[src/rtl/rtc_i2c_pkg.sv]
// Types, codes and helper functions for the RTC I2C time transfer block.
// No dependencies; used by the sequencer, the top level and the testbench.
package rtc_i2c_pkg;

  typedef enum logic [1:0] {
    OP_IDLE = 2'd0,
    OP_READ = 2'd1,
    OP_SET  = 2'd2
  } op_t;

  typedef enum logic [2:0] {
    K_START     = 3'd0,
    K_WRITE     = 3'd1,
    K_READ_ACK  = 3'd2,
    K_READ_NACK = 3'd3,
    K_STOP      = 3'd4
  } kind_t;

  localparam logic [1:0] CMD_TICK = 2'd0;
  localparam logic [1:0] CMD_READ = 2'd1;
  localparam logic [1:0] CMD_SET  = 2'd2;

  localparam logic [6:0] ADDR_RESET = 7'd104;
  localparam logic [3:0] READ_STEPS = 4'd13;
  localparam logic [3:0] SET_STEPS  = 4'd11;
  localparam logic [4:0] BIT_PHASES = 5'd16;
  localparam logic [4:0] BYTE_LEN   = 5'd17;
  localparam logic [4:0] EDGE_LEN   = 5'd2;
  localparam logic [7:0] REG_ZERO   = 8'h00;
  localparam logic [7:0] SEC_MASK   = 8'h7F;
  localparam logic [7:0] HOUR_MASK  = 8'h3F;
  localparam int         NUM_BYTES  = 7;

  typedef struct packed {
    logic [1:0] command;
    logic       sda_in;
    logic [5:0] set_seconds;
    logic [5:0] set_minutes;
    logic [4:0] set_hours;
    logic [2:0] set_weekday;
    logic [4:0] set_day;
    logic [3:0] set_month;
    logic [6:0] set_year;
  } item_t;

  typedef struct packed {
    logic       scl_out;
    logic       sda_out;
    logic       busy_res;
    logic       done_res;
    logic [6:0] got_seconds;
    logic [7:0] got_minutes;
    logic [5:0] got_hours;
    logic [7:0] got_weekday;
    logic [7:0] got_day;
    logic [7:0] got_month;
    logic [7:0] got_year;
  } result_t;

  // binary to packed BCD; tens = (v * 205) >> 11 is exact for v < 1029
  function automatic logic [7:0] dec_bcd(input logic [6:0] v);
    logic [14:0] prod;
    logic [3:0]  q;
    logic [6:0]  r;
    prod = 15'(v) * 15'd205;
    q    = prod[14:11];
    r    = v - 7'(7'(q) * 7'd10);
    return {q, r[3:0]};
  endfunction

  // packed BCD to binary, non-BCD nibbles pass through the same formula
  function automatic logic [7:0] bcd_dec(input logic [7:0] v);
    return 8'(8'(v[7:4]) * 8'd10) + 8'(v[3:0]);
  endfunction

  function automatic kind_t kind_of(input op_t op, input logic [3:0] s);
    kind_t k;
    k = K_STOP;
    case (op)
      OP_READ: begin
        if (s == 4'd0 || s == 4'd3) k = K_START;
        else if (s == 4'd1 || s == 4'd2 || s == 4'd4) k = K_WRITE;
        else if (s >= 4'd5 && s <= 4'd10) k = K_READ_ACK;
        else if (s == 4'd11) k = K_READ_NACK;
        else k = K_STOP;
      end
      default: begin
        if (s == 4'd0) k = K_START;
        else if (s >= 4'd1 && s <= 4'd9) k = K_WRITE;
        else k = K_STOP;
      end
    endcase
    return k;
  endfunction

endpackage

[src/rtl/rtc_i2c_cmd_if.sv]
// Request channel carrying one bus tick and its command fields.
// Depends on nothing; payload names match the block's input fields.
interface rtc_i2c_cmd_if;
  logic       valid;
  logic       ready;
  logic [1:0] command;
  logic       sda_in;
  logic [5:0] set_seconds;
  logic [5:0] set_minutes;
  logic [4:0] set_hours;
  logic [2:0] set_weekday;
  logic [4:0] set_day;
  logic [3:0] set_month;
  logic [6:0] set_year;

  modport source (
    output valid, command, sda_in, set_seconds, set_minutes, set_hours,
           set_weekday, set_day, set_month, set_year,
    input  ready
  );
  modport sink (
    input  valid, command, sda_in, set_seconds, set_minutes, set_hours,
           set_weekday, set_day, set_month, set_year,
    output ready
  );
endinterface

[src/rtl/rtc_i2c_rsp_if.sv]
// Result channel carrying line levels, status and the decoded time.
// Depends on nothing; payload names match the block's output fields.
interface rtc_i2c_rsp_if;
  logic       valid;
  logic       ready;
  logic       scl_out;
  logic       sda_out;
  logic       busy_res;
  logic       done_res;
  logic [6:0] got_seconds;
  logic [7:0] got_minutes;
  logic [5:0] got_hours;
  logic [7:0] got_weekday;
  logic [7:0] got_day;
  logic [7:0] got_month;
  logic [7:0] got_year;

  modport source (
    output valid, scl_out, sda_out, busy_res, done_res, got_seconds,
           got_minutes, got_hours, got_weekday, got_day, got_month, got_year,
    input  ready
  );
  modport sink (
    input  valid, scl_out, sda_out, busy_res, done_res, got_seconds,
           got_minutes, got_hours, got_weekday, got_day, got_month, got_year,
    output ready
  );
endinterface

[src/rtl/rtc_i2c_cfg_if.sv]
// Configuration write channel for the seven-bit device address.
// Depends on nothing.
interface rtc_i2c_cfg_if;
  logic       valid;
  logic       ready;
  logic [6:0] data;

  modport source (output valid, data, input ready);
  modport sink (input valid, data, output ready);
endinterface

[src/rtl/rtc_i2c_seq.sv]
// Bus sequencer: transaction state, shift register, time bytes, BCD paths.
// Advances one tick per step; depends on rtc_i2c_pkg.
module rtc_i2c_seq
  import rtc_i2c_pkg::*;
(
  input  logic       clk,
  input  logic       rst,
  input  logic       step,
  input  item_t      item,
  input  logic [6:0] dev_addr,
  output result_t    result
);

  op_t        operation;
  logic [3:0] step_index;
  logic [4:0] phase_count;
  logic [7:0] shift_byte;
  logic [1:0] line_levels;
  logic [7:0] time_bytes [NUM_BYTES];
  logic [7:0] set_latch  [NUM_BYTES];

  op_t        operation_next;
  logic [3:0] step_index_next;
  logic [4:0] phase_count_next;
  logic [7:0] shift_byte_next;
  logic [1:0] line_levels_next;

  logic       start, latch_we, tb_we;
  op_t        cur_op;
  logic [3:0] s, last_step, s_inc;
  logic [4:0] p, p_inc, len;
  kind_t      kind;
  logic [7:0] wr_byte, sb_eff, raw, tb_val;
  logic [2:0] tb_idx, latch_idx;
  logic       scl, sda, busy, done;
  logic [7:0] tb_view [NUM_BYTES];
  logic [7:0] addr_byte;

  assign addr_byte = {dev_addr, 1'b0};
  assign latch_idx = 3'(s - 4'd3);

  always_comb begin
    start    = (operation == OP_IDLE) &&
               (item.command == CMD_READ || item.command == CMD_SET);
    latch_we = start && (item.command == CMD_SET);
    cur_op   = start ? op_t'(item.command) : operation;
    s        = start ? 4'd0 : step_index;
    p        = start ? 5'd0 : phase_count;
    kind     = kind_of(cur_op, s);
    len      = (kind == K_START || kind == K_STOP) ? EDGE_LEN : BYTE_LEN;
    last_step = (cur_op == OP_READ) ? READ_STEPS : SET_STEPS;

    if (s == 4'd1) wr_byte = addr_byte;
    else if (s == 4'd2) wr_byte = REG_ZERO;
    else if (cur_op == OP_READ) wr_byte = addr_byte | 8'h01;
    else if (s >= 4'd3 && s <= 4'd9) wr_byte = set_latch[latch_idx];
    else wr_byte = REG_ZERO;

    scl = line_levels[1];
    sda = line_levels[0];
    busy = 1'b0;
    done = 1'b0;
    shift_byte_next = shift_byte;
    tb_we  = 1'b0;
    tb_idx = 3'(s - 4'd5);
    raw    = shift_byte;
    tb_val = bcd_dec(raw);
    sb_eff = shift_byte;
    operation_next   = cur_op;
    step_index_next  = s;
    phase_count_next = p;
    p_inc = p + 5'd1;
    s_inc = s + 4'd1;

    if (cur_op != OP_IDLE) begin
      busy = 1'b1;
      case (kind)
        K_START: begin
          scl = 1'b1;
          sda = (p == 5'd0);
        end
        K_STOP: begin
          scl = 1'b1;
          sda = (p != 5'd0);
        end
        K_WRITE: begin
          sb_eff = (p == 5'd0) ? wr_byte : shift_byte;
          shift_byte_next = sb_eff;
          if (p < BIT_PHASES) begin
            scl = p[0];
            sda = sb_eff[~p[3:1]];
          end else begin
            scl = 1'b1;
            sda = 1'b1;
          end
        end
        default: begin
          // read byte, with ACK or NACK
          sb_eff = (p == 5'd0) ? 8'h00 : shift_byte;
          shift_byte_next = sb_eff;
          if (p < BIT_PHASES) begin
            scl = ~p[0];
            sda = 1'b1;
            if (!p[0]) shift_byte_next = {sb_eff[6:0], item.sda_in};
          end else begin
            scl = 1'b1;
            sda = (kind == K_READ_NACK);
            raw = sb_eff;
            if (tb_idx == 3'd0) raw = sb_eff & SEC_MASK;
            if (tb_idx == 3'd2) raw = sb_eff & HOUR_MASK;
            tb_val = bcd_dec(raw);
            tb_we  = (tb_idx != 3'd7);
          end
        end
      endcase

      phase_count_next = p_inc;
      if (p_inc >= len) begin
        phase_count_next = 5'd0;
        step_index_next  = s_inc;
        if (s_inc >= last_step) begin
          operation_next  = OP_IDLE;
          step_index_next = 4'd0;
          done = 1'b1;
        end
      end
    end

    line_levels_next = {scl, sda};
  end

  always_comb begin
    for (int i = 0; i < NUM_BYTES; i++) begin
      tb_view[i] = (tb_we && tb_idx == 3'(i)) ? tb_val : time_bytes[i];
    end
  end

  always_comb begin
    result.scl_out     = scl;
    result.sda_out     = sda;
    result.busy_res    = busy;
    result.done_res    = done;
    result.got_seconds = tb_view[0][6:0];
    result.got_minutes = tb_view[1];
    result.got_hours   = tb_view[2][5:0];
    result.got_weekday = tb_view[3];
    result.got_day     = tb_view[4];
    result.got_month   = tb_view[5];
    result.got_year    = tb_view[6];
  end

  always_ff @(posedge clk) begin
    if (rst) begin
      operation   <= OP_IDLE;
      step_index  <= 4'd0;
      phase_count <= 5'd0;
      line_levels <= 2'b11;
      for (int i = 0; i < NUM_BYTES; i++) time_bytes[i] <= 8'h00;
    end else if (step) begin
      operation   <= operation_next;
      step_index  <= step_index_next;
      phase_count <= phase_count_next;
      line_levels <= line_levels_next;
      if (tb_we) time_bytes[tb_idx] <= tb_val;
    end
  end

  // payload registers, no reset needed
  always_ff @(posedge clk) begin
    if (step) begin
      shift_byte <= shift_byte_next;
      if (latch_we) begin
        set_latch[0] <= dec_bcd(7'(item.set_seconds));
        set_latch[1] <= dec_bcd(7'(item.set_minutes));
        set_latch[2] <= dec_bcd(7'(item.set_hours));
        set_latch[3] <= dec_bcd(7'(item.set_weekday));
        set_latch[4] <= dec_bcd(7'(item.set_day));
        set_latch[5] <= dec_bcd(7'(item.set_month));
        set_latch[6] <= item.set_year == 7'd0 ? 8'h00 : dec_bcd(item.set_year);
      end
    end
  end

endmodule

[src/rtl/rtc_i2c_time_transfer_core.sv]
// Top level of the RTC I2C time transfer block: request register, sequencer,
// result register and the device address register. Depends on rtc_i2c_pkg,
// the three channel interfaces and rtc_i2c_seq.
//
//   channel  role    payload
//   cmd      sink    command, sda_in, set_* (one bus tick per request)
//   rsp      source  scl_out, sda_out, busy_res, done_res, got_*
//   cfg      sink    data: seven-bit device address, always ready
//
// One request per cycle sustained while the result is taken; each request yields one
// result through the request register, then the result register.
// Reset (rst, synchronous) leaves the bus idle with both lines released,
// the address at 104 and the decoded time at zero.
// A stalled result holds the request register; cmd.ready drops only when
// both registers are full and rsp.ready is low.
module rtc_i2c_time_transfer_core
  import rtc_i2c_pkg::*;
(
  input  logic clk,
  input  logic rst,
  rtc_i2c_cmd_if.sink   cmd,
  rtc_i2c_rsp_if.source rsp,
  rtc_i2c_cfg_if.sink   cfg
);

  logic       req_valid;
  item_t      req_item;
  logic       rsp_valid;
  result_t    rsp_data;
  logic [6:0] dev_addr;
  logic       advance;
  result_t    seq_result;
  item_t      cmd_item;

  assign advance   = req_valid && (!rsp_valid || rsp.ready);
  assign cmd.ready = !req_valid || advance;
  assign cfg.ready = 1'b1;

  always_comb begin
    cmd_item.command     = cmd.command;
    cmd_item.sda_in      = cmd.sda_in;
    cmd_item.set_seconds = cmd.set_seconds;
    cmd_item.set_minutes = cmd.set_minutes;
    cmd_item.set_hours   = cmd.set_hours;
    cmd_item.set_weekday = cmd.set_weekday;
    cmd_item.set_day     = cmd.set_day;
    cmd_item.set_month   = cmd.set_month;
    cmd_item.set_year    = cmd.set_year;
  end

  rtc_i2c_seq u_seq (
    .clk      (clk),
    .rst      (rst),
    .step     (advance),
    .item     (req_item),
    .dev_addr (dev_addr),
    .result   (seq_result)
  );

  always_ff @(posedge clk) begin
    if (rst) begin
      req_valid <= 1'b0;
      rsp_valid <= 1'b0;
      dev_addr  <= ADDR_RESET;
    end else begin
      if (cmd.valid && cmd.ready) req_valid <= 1'b1;
      else if (advance) req_valid <= 1'b0;

      if (advance) rsp_valid <= 1'b1;
      else if (rsp.ready) rsp_valid <= 1'b0;

      if (cfg.valid && cfg.ready) dev_addr <= cfg.data;
    end
  end

  always_ff @(posedge clk) begin
    if (cmd.valid && cmd.ready) req_item <= cmd_item;
    if (advance) rsp_data <= seq_result;
  end

  assign rsp.valid       = rsp_valid;
  assign rsp.scl_out     = rsp_data.scl_out;
  assign rsp.sda_out     = rsp_data.sda_out;
  assign rsp.busy_res    = rsp_data.busy_res;
  assign rsp.done_res    = rsp_data.done_res;
  assign rsp.got_seconds = rsp_data.got_seconds;
  assign rsp.got_minutes = rsp_data.got_minutes;
  assign rsp.got_hours   = rsp_data.got_hours;
  assign rsp.got_weekday = rsp_data.got_weekday;
  assign rsp.got_day     = rsp_data.got_day;
  assign rsp.got_month   = rsp_data.got_month;
  assign rsp.got_year    = rsp_data.got_year;

endmodule

[src/flat_wrapper.sv]
// flat-port wrapper written by rule: the top's interface ports become plain ports
module rtc_i2c_time_transfer_core_flat import rtc_i2c_pkg::*;
  (clk, rst, cmd_valid, cmd_command, cmd_sda_in, cmd_set_seconds, cmd_set_minutes, cmd_set_hours, cmd_set_weekday, cmd_set_day, cmd_set_month, cmd_set_year, cmd_ready, rsp_valid, rsp_scl_out, rsp_sda_out, rsp_busy_res, rsp_done_res, rsp_got_seconds, rsp_got_minutes, rsp_got_hours, rsp_got_weekday, rsp_got_day, rsp_got_month, rsp_got_year, rsp_ready, cfg_valid, cfg_data, cfg_ready);
  rtc_i2c_cmd_if cmd_i ();
  rtc_i2c_rsp_if rsp_i ();
  rtc_i2c_cfg_if cfg_i ();
  input  logic clk;
  input  logic rst;
  input wire logic [$bits(cmd_i.valid)-1:0] cmd_valid;
  input wire logic [$bits(cmd_i.command)-1:0] cmd_command;
  input wire logic [$bits(cmd_i.sda_in)-1:0] cmd_sda_in;
  input wire logic [$bits(cmd_i.set_seconds)-1:0] cmd_set_seconds;
  input wire logic [$bits(cmd_i.set_minutes)-1:0] cmd_set_minutes;
  input wire logic [$bits(cmd_i.set_hours)-1:0] cmd_set_hours;
  input wire logic [$bits(cmd_i.set_weekday)-1:0] cmd_set_weekday;
  input wire logic [$bits(cmd_i.set_day)-1:0] cmd_set_day;
  input wire logic [$bits(cmd_i.set_month)-1:0] cmd_set_month;
  input wire logic [$bits(cmd_i.set_year)-1:0] cmd_set_year;
  output wire logic [$bits(cmd_i.ready)-1:0] cmd_ready;
  output wire logic [$bits(rsp_i.valid)-1:0] rsp_valid;
  output wire logic [$bits(rsp_i.scl_out)-1:0] rsp_scl_out;
  output wire logic [$bits(rsp_i.sda_out)-1:0] rsp_sda_out;
  output wire logic [$bits(rsp_i.busy_res)-1:0] rsp_busy_res;
  output wire logic [$bits(rsp_i.done_res)-1:0] rsp_done_res;
  output wire logic [$bits(rsp_i.got_seconds)-1:0] rsp_got_seconds;
  output wire logic [$bits(rsp_i.got_minutes)-1:0] rsp_got_minutes;
  output wire logic [$bits(rsp_i.got_hours)-1:0] rsp_got_hours;
  output wire logic [$bits(rsp_i.got_weekday)-1:0] rsp_got_weekday;
  output wire logic [$bits(rsp_i.got_day)-1:0] rsp_got_day;
  output wire logic [$bits(rsp_i.got_month)-1:0] rsp_got_month;
  output wire logic [$bits(rsp_i.got_year)-1:0] rsp_got_year;
  input wire logic [$bits(rsp_i.ready)-1:0] rsp_ready;
  input wire logic [$bits(cfg_i.valid)-1:0] cfg_valid;
  input wire logic [$bits(cfg_i.data)-1:0] cfg_data;
  output wire logic [$bits(cfg_i.ready)-1:0] cfg_ready;
  assign cmd_i.valid = cmd_valid;
  assign cmd_i.command = cmd_command;
  assign cmd_i.sda_in = cmd_sda_in;
  assign cmd_i.set_seconds = cmd_set_seconds;
  assign cmd_i.set_minutes = cmd_set_minutes;
  assign cmd_i.set_hours = cmd_set_hours;
  assign cmd_i.set_weekday = cmd_set_weekday;
  assign cmd_i.set_day = cmd_set_day;
  assign cmd_i.set_month = cmd_set_month;
  assign cmd_i.set_year = cmd_set_year;
  assign cmd_ready = cmd_i.ready;
  assign rsp_valid = rsp_i.valid;
  assign rsp_scl_out = rsp_i.scl_out;
  assign rsp_sda_out = rsp_i.sda_out;
  assign rsp_busy_res = rsp_i.busy_res;
  assign rsp_done_res = rsp_i.done_res;
  assign rsp_got_seconds = rsp_i.got_seconds;
  assign rsp_got_minutes = rsp_i.got_minutes;
  assign rsp_got_hours = rsp_i.got_hours;
  assign rsp_got_weekday = rsp_i.got_weekday;
  assign rsp_got_day = rsp_i.got_day;
  assign rsp_got_month = rsp_i.got_month;
  assign rsp_got_year = rsp_i.got_year;
  assign rsp_i.ready = rsp_ready;
  assign cfg_i.valid = cfg_valid;
  assign cfg_i.data = cfg_data;
  assign cfg_ready = cfg_i.ready;
  rtc_i2c_time_transfer_core u_core (.clk(clk), .rst(rst), .cmd(cmd_i), .rsp(rsp_i), .cfg(cfg_i));
endmodule
[config.mk]
export PLATFORM = sky130hd
export DESIGN_NAME = rtc_i2c_time_transfer_core_flat
export DESIGN_NICKNAME = d
export VERILOG_FILES = /design/src/rtl/rtc_i2c_pkg.sv /design/src/rtl/rtc_i2c_cmd_if.sv /design/src/rtl/rtc_i2c_rsp_if.sv /design/src/rtl/rtc_i2c_cfg_if.sv /design/src/rtl/rtc_i2c_seq.sv /design/src/rtl/rtc_i2c_time_transfer_core.sv /design/src/flat_wrapper.sv
export SDC_FILE = /design/constraint.sdc
export NUM_CORES = 1
export LEC_CHECK = 0
export BUFFER_PORTS_ARGS = -buffer_cell sky130_fd_sc_hd__buf_2
export CORE_MARGIN = 3
export CORE_UTILIZATION = 25
export DETAILED_ROUTE_END_ITERATION = 10
export MAX_ROUTING_LAYER = met4
export SLEW_MARGIN = 25
export SYNTH_ARGS = -nofsm -noshare
export SYNTH_HDL_FRONTEND = slang
export SYNTH_SLANG_ARGS = --single-unit
[constraint.sdc]
create_clock -name clk -period 4.61 [get_ports clk]
set_input_delay 0.2305 -clock clk [delete_from_list [all_inputs] [get_ports clk]]
set_output_delay 0.2305 -clock clk [all_outputs]
set_load 0.005 [all_outputs]
==> impl_metrics.prom <==
# TYPE chip_impl_metric gauge
chip_impl_metric{name="initial_utilization",unit=""} 0.255
chip_impl_info{name="outcome",value="completed"} 1
chip_impl_info{name="regToRegEndpoint",value="u_core.u_seq.set_latch[6][3]"} 1
chip_impl_metric{name="total_power",unit="mW"} 5.54
chip_impl_metric{name="r2r_cells",unit=""} 19
chip_impl_metric{name="core_region_area",unit="um^2"} 54200
chip_impl_metric{name="p_sw_frac",unit=""} 0.268
chip_impl_metric{name="synth_top_area_share",unit=""} 0.414
chip_impl_metric{name="reg2reg_slack",unit="ns"} 0.08
chip_impl_metric{name="maximum_number_of_pins_on_one_net_before_global_route_repair",unit=""} 64
chip_impl_info{name="timing.hold.worst.start",value="cfg_valid"} 1
chip_impl_metric{name="comb_power_share",unit=""} 0.206
chip_impl_metric{name="arrival",unit="ns"} 4.83
chip_impl_metric{name="static-leakage-power",unit="nW"} 7.18
chip_impl_metric{name="final_area",unit="um^2"} 17200
chip_impl_info{name="start_kind",value="flip-flop"} 1
chip_impl_metric{name="timing.critical_path.slowest_cell_delay",unit="ns"} 0.53
chip_impl_metric{name="die_height",unit="um"} 241
chip_impl_metric{name="tritoncts_buffers",unit=""} 26
chip_impl_metric{name="number_of_synthesized_flops_with_an_enable_pin",unit=""} 191
chip_impl_metric{name="worst_ir_drop_vdd",unit="V"} 0.000294
chip_impl_metric{name="fmaxAchievable",unit="GHz"} 0.221
chip_impl_metric{name="detail_route.iter0.violations",unit=""} 572
chip_impl_info{name="yosys-top-cells-area",value="sky130_fd_sc_hd__edfxtp_1, sky130_fd_sc_hd__ha_1, sky130_fd_sc_hd__fa_1, sky130_fd_sc_hd__dfxtp_1, sky130_fd_sc_hd__inv_1"} 1
chip_impl_metric{name="drive_gt1_frac",unit=""} 0.208
chip_impl_metric{name="postSynthAreaPerCell",unit="um^2"} 11.0
chip_impl_metric{name="vias_in_the_first_global_route",unit=""} 10000
chip_impl_metric{name="drt-pass1-iter-count",unit=""} 5
chip_impl_metric{name="yosys.area_share.adder",unit=""} 0.206
chip_impl_metric{name="syn_inst",unit=""} 1263
chip_impl_metric{name="tritoncts_num_sinks",unit=""} 221
chip_impl_metric{name="clkLatencyLatePin",unit="ns"} 0.55
chip_impl_metric{name="detailed_place_hpwl",unit="um"} 24700
chip_impl_info{name="grt_setup_unrepaired",value="true"} 1
chip_impl_metric{name="yosysWarnings",unit=""} 0
chip_impl_metric{name="global_route_wire_length_before_repair",unit="um"} 52600
chip_impl_metric{name="report.final.setup_viol",unit=""} 0
chip_impl_metric{name="clock_skew",unit="ns"} 0.0212
chip_impl_metric{name="timing.final.max_slew_violations",unit=""} 0
chip_impl_metric{name="detailedPlace.worstSlack",unit="ns"} -0.186
chip_impl_metric{name="crit_path_max_fanout",unit=""} 4
chip_impl_metric{name="finalCriticalPeriod",unit="ns"} 4.53
chip_impl_metric{name="synthesis.nets",unit=""} 1522
chip_impl_info{name="synth_top_area_cell",value="sky130_fd_sc_hd__edfxtp_1"} 1
chip_impl_metric{name="grt_antenna_before_repair",unit=""} 2
chip_impl_metric{name="timing.setup.tns",unit="ns"} 0
chip_impl_info{name="r2r_start",value="u_core.req_item[4]"} 1
chip_impl_metric{name="cts.reportedPaths.clkPinSlew",unit="ns"} 0.06
chip_impl_metric{name="post_drt_wl_per_cell",unit="um"} 14.9
chip_impl_metric{name="port_buffers",unit=""} 109
chip_impl_metric{name="routabilityCongestion",unit=""} 0.894
chip_impl_metric{name="die_w",unit="um"} 241
chip_impl_metric{name="hold_violations",unit=""} 0
chip_impl_info{name="largest_family_of_logic_cells_by_synthesized_area",value="adder cells"} 1
chip_impl_info{name="holdPathEnd",value="u_core.dev_addr[5]"} 1
chip_impl_info{name="crit_path_top_delay_cell",value="sky130_fd_sc_hd__fa_2"} 1
chip_impl_metric{name="yosysSeqAreaShare",unit=""} 0.458
chip_impl_metric{name="drcViolationCount",unit=""} 0
chip_impl_metric{name="synth_simple_gate_area_frac",unit=""} 0.117
chip_impl_metric{name="cp.required",unit="ns"} 4.90
chip_impl_metric{name="hold_path_depth",unit=""} 2
chip_impl_metric{name="asyncSetResetFlopFracSynth",unit=""} 0
chip_impl_metric{name="setup_ws",unit="ns"} 0.0770
chip_impl_metric{name="die_area",unit="um^2"} 58200
chip_impl_metric{name="number_of_top_level_pins",unit=""} 111
chip_impl_metric{name="tightestPinTransition",unit="ns"} 0.924
chip_impl_metric{name="global_route_congestion_overflow_total",unit=""} 0
chip_impl_metric{name="final_antenna_net_count",unit=""} 0
chip_impl_info{name="cts_root_buffer",value="sky130_fd_sc_hd__clkbuf_16"} 1
chip_impl_metric{name="seq_power_share",unit=""} 0.423
chip_impl_metric{name="rows",unit=""} 85
chip_impl_metric{name="powerDensity",unit="nW/um^2"} 321
chip_impl_metric{name="cellInternalPower",unit="mW"} 4.05
chip_impl_info{name="cts_tree",value="done"} 1
chip_impl_metric{name="clockBufferDepth",unit=""} 3
chip_impl_metric{name="gr-usage-all-layers",unit=""} 0.116
chip_impl_metric{name="netlist-cell-type-count",unit=""} 85
chip_impl_metric{name="drt_wl_total",unit="um"} 32800
chip_impl_info{name="worstSetupEndpointType",value="flip-flop"} 1
chip_impl_metric{name="synth.area.mux_share",unit=""} 0.0242
chip_impl_metric{name="drv.max_cap_violation_count",unit=""} 0
chip_impl_metric{name="finalCritPeriodShare",unit=""} 0.983
chip_impl_metric{name="layout.nets",unit=""} 1743
chip_impl_metric{name="synth_compound_gate_area_share",unit=""} 0.110
chip_impl_metric{name="fraction_of_synthesized_cell_area_in_xor_and_xnor_cells",unit=""} 0.0335
chip_impl_metric{name="syn_std_cell_area",unit="um^2"} 13800
chip_impl_metric{name="max-slew-margin-rel",unit=""} 0.384
chip_impl_metric{name="area.growth.synth_to_final",unit="%"} 24.4
chip_impl_metric{name="dr_total_vias",unit=""} 9959
chip_impl_metric{name="layout.filler_cells",unit=""} 5489
chip_impl_info{name="hp-class",value="input pin to flip-flop"} 1
chip_impl_info{name="ys_dominant_reg_cell",value="sky130_fd_sc_hd__edfxtp_1"} 1
chip_impl_metric{name="power_frac_clock",unit=""} 0.371
chip_impl_metric{name="drt-vias-per-instance",unit=""} 4.53
chip_impl_metric{name="p_switching",unit="mW"} 1.49
chip_impl_metric{name="place_area",unit="um^2"} 15600
chip_impl_info{name="cp_cell_sequence",value="ha_1, ha_1, inv_2, fa_2, inv_2, fa_2, ha_4, nand3_2, o21ai_2, a2111oi_4, nor2_2, xor2_2, ha_2, inv_2, fa_2, xnor2_2, xnor2_1, xnor2_1, nor2_1"} 1
chip_impl_info{name="critPathKind",value="flip-flop to flip-flop"} 1
chip_impl_metric{name="cts_h_tree_depth",unit=""} 1
chip_impl_metric{name="layout.core_utilization",unit=""} 0.317
chip_impl_metric{name="total_of_flip_flops_plus_latches_after_synthesis",unit=""} 221
stage by stage:
| stage | cells | hold slack (ns) |
|---|---|---|
| 6_report | 2200 | 0.0840 |
| 3_3_place_gp | 2093 | 0.406 |
| 5_1_grt | 2200 | 0.0859 |
| 2_1_floorplan | 1263 | 0.329 |
| 3_5_place_dp | 2093 | 0.409 |
| 4_1_cts | 2189 | 0.0592 |
worst max-delay path by stage:
stage               depth (start not counted)  slack, ns           startpoint                      endpoint
floorplan                                  20      0.005  u_core.req_item[38]    u_core.u_seq.step_index[0]
global placement                           20      -0.04   u_core.req_item[4]  u_core.u_seq.set_latch[6][3]
detailed placement                         20      -0.19   u_core.req_item[4]  u_core.u_seq.set_latch[6][3]
CTS                                        20      -0.12   u_core.req_item[4]  u_core.u_seq.set_latch[6][3]
global route                               19      -0.09   u_core.req_item[4]  u_core.u_seq.set_latch[6][3]
finish                                     19       0.08   u_core.req_item[4]  u_core.u_seq.set_latch[6][3]
cells in the final DEF, fill, tap and decap left out, types with 30 or more instances in the layout:
cell type / instances
sky130_fd_sc_hd__a21oi_1: 39
sky130_fd_sc_hd__buf_2: 109
sky130_fd_sc_hd__buf_4: 75
sky130_fd_sc_hd__dfxtp_1: 30
sky130_fd_sc_hd__dlygate4sd3_1: 48
sky130_fd_sc_hd__edfxtp_1: 191
sky130_fd_sc_hd__ha_1: 165
sky130_fd_sc_hd__inv_1: 126
sky130_fd_sc_hd__nand2_1: 106
sky130_fd_sc_hd__nor2_1: 102
sky130_fd_sc_hd__o21ai_1: 56
sky130_fd_sc_hd__xnor2_1: 35
layer usage:
metal  up-vias  GRT usage  routed length (um)
li1       4946          -                   -
met1      4697      0.149               15000
met2       251      0.189               15200
met3        65     0.0190                1700
met4         0     0.0313                 856
met5         -          -                   0
kinds of logic after synthesis:
| family | count (synthesis) |
|---|---|
| buf+inv | 180 |
| compound gates | 229 |
| fa+ha+maj | 208 |
| simple gates | 343 |
| mux | 28 |
| xor+xnor | 53 |
| flops | 221 |
| other cells | 1 |
state kept, by name (all words and copies together) (netlist names), 2 cells and up:
signal                    flops
u_core.rsp.got_weekday        8
u_core.rsp.got_minutes        8
u_core.req_item              39
u_core.u_seq.set_latch       42
u_core.u_seq.line_levels      2
u_core.dev_addr               7
u_core.u_seq.time_bytes      53
u_core.rsp.got_hours          6
u_core.rsp.got_month          8
u_core.u_seq.operation        2
u_core.u_seq.phase_count      5
u_core.rsp.got_seconds        7
u_core.rsp.got_year           8
u_core.u_seq.shift_byte       8
u_core.rsp.got_day            8
u_core.u_seq.step_index       4
cells in the mapped netlist (all sizes together) (7+ instances only):
cell type,instances
nand2b,18
nor3,15
inv,138
buf,13
o21ai,88
mux2i,11
edfxtp,191
nor2,106
nand3,22
clkbuf,26
a22oi,7
and3,10
nand2,108
fa,33
or2,12
ha,175
mux2,14
nor2b,17
xor2,15
a31oi,11
nand4,8
xnor2,38
a211oi,8
dfxtp,30
a21oi,43
worst max-delay path, delay by kind of cell, from the launching register on:
kind | cells | cell delay (ns)
AOI/OAI and AO/OA | 2 | 0.41
xor gates and xnor gates | 4 | 0.68
adders and majority gates | 7 | 2.44
buffers and inverters | 3 | 0.12
DFF | 1 | 0.44
and+or+nand+nor | 3 | 0.20
power by group through the flow:
| stage | clock network [mW] | registers, mW | logic, mW |
|---|---|---|---|
| floorplan | 0 | 2.38 | 0.724 |
| global placement | 0 | 2.38 | 0.964 |
| detailed placement | 0 | 2.39 | 1.00 |
| CTS | 2.12 | 2.34 | 1.07 |
| global route | 2.21 | 2.35 | 1.31 |
| finish | 2.06 | 2.34 | 1.14 |
area by class of cell:
cell class                      instances  area (um^2)  area share
Multi-Input combinational cell        862         7040       0.409
Clock buffer                           30          666      0.0387
Sequential cell                       221         6340       0.368
Tap cell                              696          871      0.0506
Antenna cell                            2         5.00    0.000291
Timing Repair Buffer                  232         1590      0.0923
Inverter                              141          531      0.0308
Clock inverter                         16          185      0.0108
what timing repair did:
action,4_1_cts,5_1_grt
cloned,0,0
pin swaps,19,20
hold endpoints to repair,48,0
resized for setup,10,30
endpoints found under the setup margin,1,29
buffers inserted,2,9
hold buffers,48,0
Note: power is estimated with default switching activity, not from simulation.
